[config.mk]
export PLATFORM = sky130hd
export DESIGN_NAME = srb_ctrl
export DESIGN_NICKNAME = d
export VERILOG_FILES = /design/src/sv/srb_pkg.sv /design/src/sv/srb_ctrl.sv
export SDC_FILE = /design/constraint.sdc
export NUM_CORES = 1
export LEC_CHECK = 0
export BUFFER_PORTS_ARGS = -buffer_cell sky130_fd_sc_hd__buf_2
export CAP_MARGIN = 25
export CORE_AREA = 2 2 39 41
export CTS_CLUSTER_SIZE = 28
export DETAILED_ROUTE_END_ITERATION = 10
export DIE_AREA = 0 0 41 43
export REMOVE_ABC_BUFFERS = 1
export SLEW_MARGIN = 20
export SYNTH_ARGS = -nofsm -noshare
export SYNTH_HDL_FRONTEND = slang
export SYNTH_SLANG_ARGS = --single-unit
[constraint.sdc]
create_clock -name clk -period 4.1 [get_ports clk]
set_clock_uncertainty 0.1 [all_clocks]
set_input_delay 0.41 -clock clk [delete_from_list [all_inputs] [get_ports clk]]
set_output_delay 0.41 -clock clk [all_outputs]
set_load 0.02 [all_outputs]
[src/sv/srb_pkg.sv]
// Shared constants, codes and controller/datapath types of the scan ring buffer.
`default_nettype none

package srb_pkg;

	// Slot count and slot size are powers of two: store address is {slot, point}.
	localparam int SLOTS      = 8;
	localparam int MAX_POINTS = 2048;
	localparam int SLOT_W     = $clog2(SLOTS);
	localparam int PT_W       = $clog2(MAX_POINTS);
	localparam int ADDR_W     = SLOT_W + PT_W;
	localparam int CNT_W      = $clog2(MAX_POINTS + 1);
	localparam int HELD_W     = $clog2(SLOTS + 1);

	localparam int RES_W   = 7;
	localparam int LEN_W   = 12;
	localparam int DATA_W  = 16;
	localparam int ANGLE_W = 16;
	localparam int STAT_W  = 2;
	localparam int PADDR_W = 3;
	localparam int PDATA_W = 32;

	// Divider: dividend 2*angle+res, divisor 2*res.
	localparam int NUM_W  = 16;
	localparam int DEN_W  = RES_W + 1;
	localparam int STEP_W = $clog2(NUM_W);

	localparam logic [RES_W-1:0] RES_RESET = 7'd100;
	localparam logic [LEN_W-1:0] LEN_RESET = 12'd181;
	localparam logic signed [ANGLE_W-1:0] ANGLE_MAX = 16'sd18000;

	typedef enum logic [1:0] {
		KIND_WRITE = 2'd0,
		KIND_READ  = 2'd1,
		KIND_QUERY = 2'd2,
		KIND_CLEAR = 2'd3
	} kind_t;

	localparam logic [STAT_W-1:0] ST_OK    = 2'd0;
	localparam logic [STAT_W-1:0] ST_EMPTY = 2'd1;
	localparam logic [STAT_W-1:0] ST_RANGE = 2'd2;

	// Register select is paddr[2].
	localparam logic REG_RES = 1'b0;
	localparam logic REG_LEN = 1'b1;

	typedef struct packed {
		logic write;
		logic read;
		logic clear;
		logic q_err;
		logic q_start;
		logic div_step;
		logic lookup;
	} srb_cmd_t;

	typedef struct packed {
		logic query_ok;
	} srb_stat_t;

endpackage

`default_nettype wire

[src/sv/srb_ctrl.sv]
// Controller state machine of the scan ring buffer: item decode and query sequencing.
`default_nettype none

module srb_ctrl
	import srb_pkg::*;
(
	input  wire logic            clk,
	input  wire logic            arst_n,
	input  wire logic            start,
	input  wire logic [1:0]      kind,
	input  wire srb_stat_t       stat,
	output srb_cmd_t             cmd,
	output logic                 busy
);

	typedef enum logic [1:0] {
		S_IDLE,
		S_DIVIDE,
		S_LOOKUP
	} state_t;

	state_t             state_q;
	logic [STEP_W-1:0]  step_q;
	logic               busy_q;
	kind_t              kind_in;

	assign kind_in = kind_t'(kind);
	assign busy    = busy_q;

	always_comb begin
		cmd = '0;
		unique case (state_q)
			S_IDLE: begin
				if (start) begin
					unique case (kind_in)
						KIND_WRITE: cmd.write = 1'b1;
						KIND_READ:  cmd.read  = 1'b1;
						KIND_CLEAR: cmd.clear = 1'b1;
						KIND_QUERY: begin
							if (stat.query_ok) cmd.q_start = 1'b1;
							else cmd.q_err = 1'b1;
						end
					endcase
				end
			end
			S_DIVIDE: cmd.div_step = 1'b1;
			S_LOOKUP: cmd.lookup   = 1'b1;
			default: ;
		endcase
	end

	always_ff @(posedge clk or negedge arst_n) begin
		if (!arst_n) begin
			state_q <= S_IDLE;
			step_q  <= '0;
			busy_q  <= 1'b0;
		end else begin
			unique case (state_q)
				S_IDLE: begin
					if (cmd.q_start) begin
						state_q <= S_DIVIDE;
						step_q  <= '0;
						busy_q  <= 1'b1;
					end
				end
				S_DIVIDE: begin
					step_q <= step_q + STEP_W'(1);
					// one quotient bit per cycle
					if (step_q == STEP_W'(NUM_W - 1)) state_q <= S_LOOKUP;
				end
				S_LOOKUP: begin
					state_q <= S_IDLE;
					busy_q  <= 1'b0;
				end
				default: begin
					state_q <= S_IDLE;
					busy_q  <= 1'b0;
				end
			endcase
		end
	end

endmodule

`default_nettype wire

==> flow_summary.json, run 1 <==
{
  "io_buffers": 13,
  "r2r_slack_ps": 2590,
  "ys_seq_elements": 7,
  "ios": 14,
  "hold_path_end": "busy",
  "vias_per_cell": 4.62,
  "critPathKind": "flip-flop to primary output",
  "synth.avg_cell_area_sq_um": 9.25,
  "syn2layout_area_growth_pct": 28.1,
  "clock_latency_ps": 260,
  "nNetsFinal": 65,
  "yosysWarnings": 0,
  "critPathArrivalTime_ps": 1660,
  "hpwl_um": 585,
  "dieArea_sq_mm": 0.00176,
  "crit_start": "state_q[0]",
  "rsz0062_at_grt": "false",
  "end_kind": "primary output",
  "critical_path.startpoint_type": "flip-flop",
  "muxShareOfSynthArea": 0,
  "p_seq_frac": 0.388,
  "drtIter0Drc": 6,
  "core_sq_mm": 0.00138,
  "p_comb_frac": 0.401,
  "die-width_um": 41,
  "start_util": 0.274,
  "run_status": "completed",
  "path_clk_slew_ps": 50,
  "finalSetupViolations": 0,
  "gp_congestion": 0.723,
  "finalMaxSlewViolations": 0,
  "worstHoldPathCells": 1,
  "n_fill_cell": 140,
  "wl_met2_um": 349,
  "grt_max_degree": 9,
  "hold_slack_ps": 384,
  "cp_max_fo": 6,
  "ir_drop_uv": 195,
  "p_switching_w": 0.000122,
  "chipHeight_um": 43,
  "required_ps": 3590,
  "drive_above_1_share": 0.298,
  "grt_overflow": 0,
  "min_period_over_period": 0.530,
  "drc": 0,
  "synth_top_family_by_area": "simple AND/OR/NAND/NOR gates",
  "synth-adder-area-share": 0.0330,
  "worstMarginPinSlew_ps": 273,
  "yosysSeqAreaShare": 0.462,
  "r2r-end": "step_q[3]",
  "cts_tree": "done",
  "fmax_ghz": 0.460,
  "cts_buffer_depth": 2,
  "hold_viol_final": 0,
  "firstDrtPassIters": 2,
  "synth-xor-area-share": 0.0231,
  "htreeDepth": 1,
  "period_needed_ps": 2170,
  "vias": 337,
  "maxCapViolations": 0,
  "root_buffer": "clkbuf_4",
  "min_path_type": "flip-flop to flip-flop",
  "fin_tns_setup_ps": 0,
  "wl_per_cell_um": 10.3,
  "sw_frac_of_total": 0.396,
  "rr_startpoint": "state_q[0]",
  "synth_compound_area_frac": 0.132,
  "cellPowerDensity_mw_per_mm2": 635,
  "rows": 14,
  "p_int_w": 0.000186,
  "p_clk_frac": 0.211,
  "synthCells": 41,
  "synth.distinct_cells": 20,
  "track_usage": 0.118,
  "synth_area_sq_um": 379,
  "wirelength_um": 749,
  "top_layer": "met4",
  "leakage_nw": 0.248,
  "grt_pass1_wl_um": 1290,
  "cts-buffers-inserted": 3,
  "grt_pass1_vias": 314,
  "synthSimpleGateAreaFrac": 0.271,
  "worstHoldStart": "busy",
  "dr_wl_met3_um": 48,
  "antenna_found_initial": 0,
  "ant_nets": 0,
  "cts_sinks": 7,
  "slew_headroom": 0.817,
  "met1_length_um": 303,
  "reg2reg_depth": 3,
  "insertedDiodeCount": 0
}
==> Yosys cell counts (all sizes together) <==
library cell  number  area, sq um
a21o               2         15.0
buf                1         11.3
clkbuf             1         3.75
dfrtp              7          175
ha                 1         12.5
inv                4         15.0
nand2              5         18.8
nand3              2         10.0
nor2               2         7.51
nor2b              2         12.5
nor3               4         31.3
nor4               1         6.26
o21ai              4         20.0
o22ai              1         6.26
o311ai             1         8.76
or2b               1         7.51
or3b               1         8.76
xor2               1         8.76
==> per-layer routing <==
| metal | vias up | track usage |
|---|---|---|
| met5 | - | 0 |
| met4 | 0 | 0.140 |
| met3 | 5 | 0.0314 |
| met2 | 12 | 0.166 |
| met1 | 150 | 0.119 |
| li1 | 170 | - |
==> worst max path at each step <==
stage / end / cells after the start
after floorplan: cmd[3] / 2
after global placement: cmd[2] / 4
after detailed placement: cmd[2] / 4
after CTS: cmd[2] / 3
after global routing: cmd[2] / 3
final: cmd[2] / 3
==> worst max-delay path, stage by stage (launching register included) <==
cell and delay (ps):
dfrtp_1 370, or3b_1 500, nor3_4 310, buf_2 220
==> power by group through the flow <==
stage | Combinational (W) | Sequential, W | Clock, W
floorplan | 0.0000878 | 0.000122 | 0
global placement | 0.000123 | 0.000121 | 0
detailed placement | 0.000125 | 0.000121 | 0
CTS | 0.000126 | 0.000120 | 0.0000673
global route | 0.000141 | 0.000124 | 0.0000724
finish | 0.000124 | 0.000120 | 0.0000649
==> state kept, by name, summed over array words and instances (netlist names) <==
| register | count |
|---|---|
| step_q | 4 |
| busy | 1 |
| state_q | 2 |
==> cells in the final DEF (no fill, tap or decap), types with 3 or more instances in the layout <==
cell type	instances
buf_2	13
clkbuf_4	3
dfrtp_1	7
inv_1	4
nand2_1	5
nor3_1	3
o21ai_1	3
==> per-stage QoR <==
stage                     cell area (sq um)  setup slack [ps]  total power [W]  instances  utilization
final                                   485              1930         0.000308         73        0.351
after global routing                    485              1840         0.000337         73        0.351
after CTS                               485              1910         0.000313         73        0.351
after detailed placement                449              2120         0.000246         68        0.325
after global placement                  449              2120         0.000244         68        0.325
after floorplan                         364              2080         0.000210         39            -
==> cell type report <==
cell class / instances / area, sq um / share of cell area
clock buffer: 4 / 26.3 / 0.0541
inverter: 4 / 15.0 / 0.0309
multi-input combinational: 28 / 174 / 0.358
sequential: 7 / 175 / 0.361
tap: 16 / 20.0 / 0.0412
timing repair buffer: 14 / 75.1 / 0.155
==> logic make-up (layout without fill, tap and decap cells) <==
group / count (synthesis) / in the layout
xor+xnor: 1 / 1
fa+ha+maj: 1 / 1
simple gates: 18 / 18
buf+inv: 6 / 22
flops: 7 / 7
compound gates: 8 / 8
==> repair_timing <==
item / in CTS / in global routing
resized for setup: 0 / 0
buffers inserted: 0 / 0
endpoints found under the hold margin: 7 / 0
hold buffers: 1 / 0
Note: power is estimated with default switching activity, not from simulation.
==> run 2: changes to the inputs <==
==> constraint.sdc (replaced) <==
create_clock -name clk -period 2.2 [get_ports clk]
set_clock_uncertainty 0.1 [all_clocks]
set_input_delay 0.22 -clock clk [delete_from_list [all_inputs] [get_ports clk]]
set_output_delay 0.22 -clock clk [all_outputs]
set_load 0.02 [all_outputs]
==> flow_summary.json, run 2 (synthesis gave the netlist of run 1 again) <==
{
  "wl_per_cell_um": 10.3,
  "r2r-end": "step_q[1]",
  "finalSetupViolations": 0,
  "min_period_over_period": 0.898,
  "fin_tns_setup_ps": 0,
  "layout.cells.most_common": "buf_2",
  "start_util": 0.274,
  "r2r_slack_ps": 680,
  "critical_path.startpoint_type": "flip-flop",
  "end_kind": "primary output",
  "io_buffers": 13,
  "cts_sinks": 7,
  "rr_startpoint": "state_q[0]",
  "cts-buffers-inserted": 3,
  "ios": 14,
  "die-width_um": 41,
  "required_ps": 1880,
  "reg2reg_depth": 3,
  "grt_overflow": 0,
  "worstHoldStart": "kind[0]",
  "ir_drop_uv": 445,
  "fin_ws_ps": 224,
  "drc": 0,
  "hold_viol_final": 0,
  "nNetsFinal": 65,
  "layout_common_cells": "buf_2, dfrtp_1, nand2_1",
  "insertedDiodeCount": 0,
  "drtIter0Drc": 5,
  "track_usage": 0.110,
  "wirelength_um": 753,
  "grt_pass1_wl_um": 1240,
  "clock_latency_ps": 250,
  "htreeDepth": 1,
  "fmax_ghz": 0.506,
  "antenna_found_initial": 0,
  "slew_headroom": 0.820,
  "finalMaxSlewViolations": 0,
  "critPathKind": "flip-flop to primary output",
  "drive_above_1_share": 0.298,
  "dp_slack_ps": 499,
  "critPathArrivalTime_ps": 1660,
  "worstMarginPinSlew_ps": 270,
  "grt_pass1_vias": 317,
  "path_clk_slew_ps": 60,
  "gp_congestion": 0.748,
  "cp_max_fo": 6,
  "cts_buffer_depth": 2,
  "ant_nets": 0,
  "hold_path_end": "step_q[0]",
  "vias": 343,
  "cts_tree": "done",
  "leakage_nw": 0.248,
  "top_register": "step_q",
  "worstHoldPathCells": 3,
  "period_needed_ps": 1980,
  "core_sq_mm": 0.00138,
  "vias_per_cell": 4.70,
  "firstDrtPassIters": 4,
  "largest_reg_flops": 4,
  "rsz0062_at_grt": "false",
  "root_buffer": "clkbuf_4",
  "fin_util": 0.351,
  "maxCapViolations": 0,
  "syn2layout_area_growth_pct": 28.1,
  "cellPowerDensity_mw_per_mm2": 1180,
  "min_path_type": "input port to flip-flop",
  "grt_max_degree": 9,
  "chipHeight_um": 43,
  "dieArea_sq_mm": 0.00176,
  "run_status": "completed",
  "rows": 14
}
[run 2: cell counts in the layout (fill, tap and decap cells not counted)]
No cell type changed its count.
[run 2: per-stage QoR]
stage,cell area [sq um],hold slack (ps),power [W],std cells
final,485,234,0.000574,73
after global routing,485,247,0.000626,73
after floorplan,364,-176,0.000391,39
after CTS,485,230,0.000580,73
after detailed placement,449,-37.4,0.000456,68
after global placement,449,-39.3,0.000453,68
[run 2: how the worst max path moves through the flow]
stage / from / end / slack [ps]
6_report: state_q[0] / cmd[2] / 220
2_1_floorplan: state_q[0] / cmd[3] / 390
5_1_grt: state_q[0] / cmd[2] / 120
3_5_place_dp: state_q[0] / cmd[2] / 500
3_3_place_gp: state_q[0] / cmd[2] / 510
4_1_cts: state_q[0] / cmd[2] / 220
[run 2: power by group]
| group | total [W] | leakage, nW | switching, W | internal, W |
|---|---|---|---|---|
| registers | 0.000224 | 0.0853 | 0.0000422 | 0.000182 |
| logic | 0.000230 | 0.147 | 0.000134 | 0.0000954 |
| clock network | 0.000120 | 0.0150 | 0.0000509 | 0.0000694 |
[run 2: timing repair]
item                      in CTS  in global routing
resized for setup              0                  0
hold endpoints to repair       7                  0
hold buffers                   1                  0
buffers inserted               0                  0
[run 2: metal layers]
layer	wire length [um]	share of wire	vias to the layer above	global-route usage
met3	36	0.048	2	0.0157
met5	0	0	-	0
met4	19	0.025	0	0.120
met2	358	0.48	9	0.159
li1	-	-	173	-
met1	339	0.45	159	0.120
[run 2: worst max-delay path, cell delays in order (launching register included)]
cell and delay, ps:
dfrtp_1 380, or3b_1 490, nor3_4 310, buf_2 220
[run 2: area by class of cell]
class,count,area [sq um]
fillers,158,898
flip-flops and latches,7,175
multi-input cells,28,174
repair buffers,14,75.1
clock buffers,4,26.3
well taps,16,20.0
inverters,4,15.0
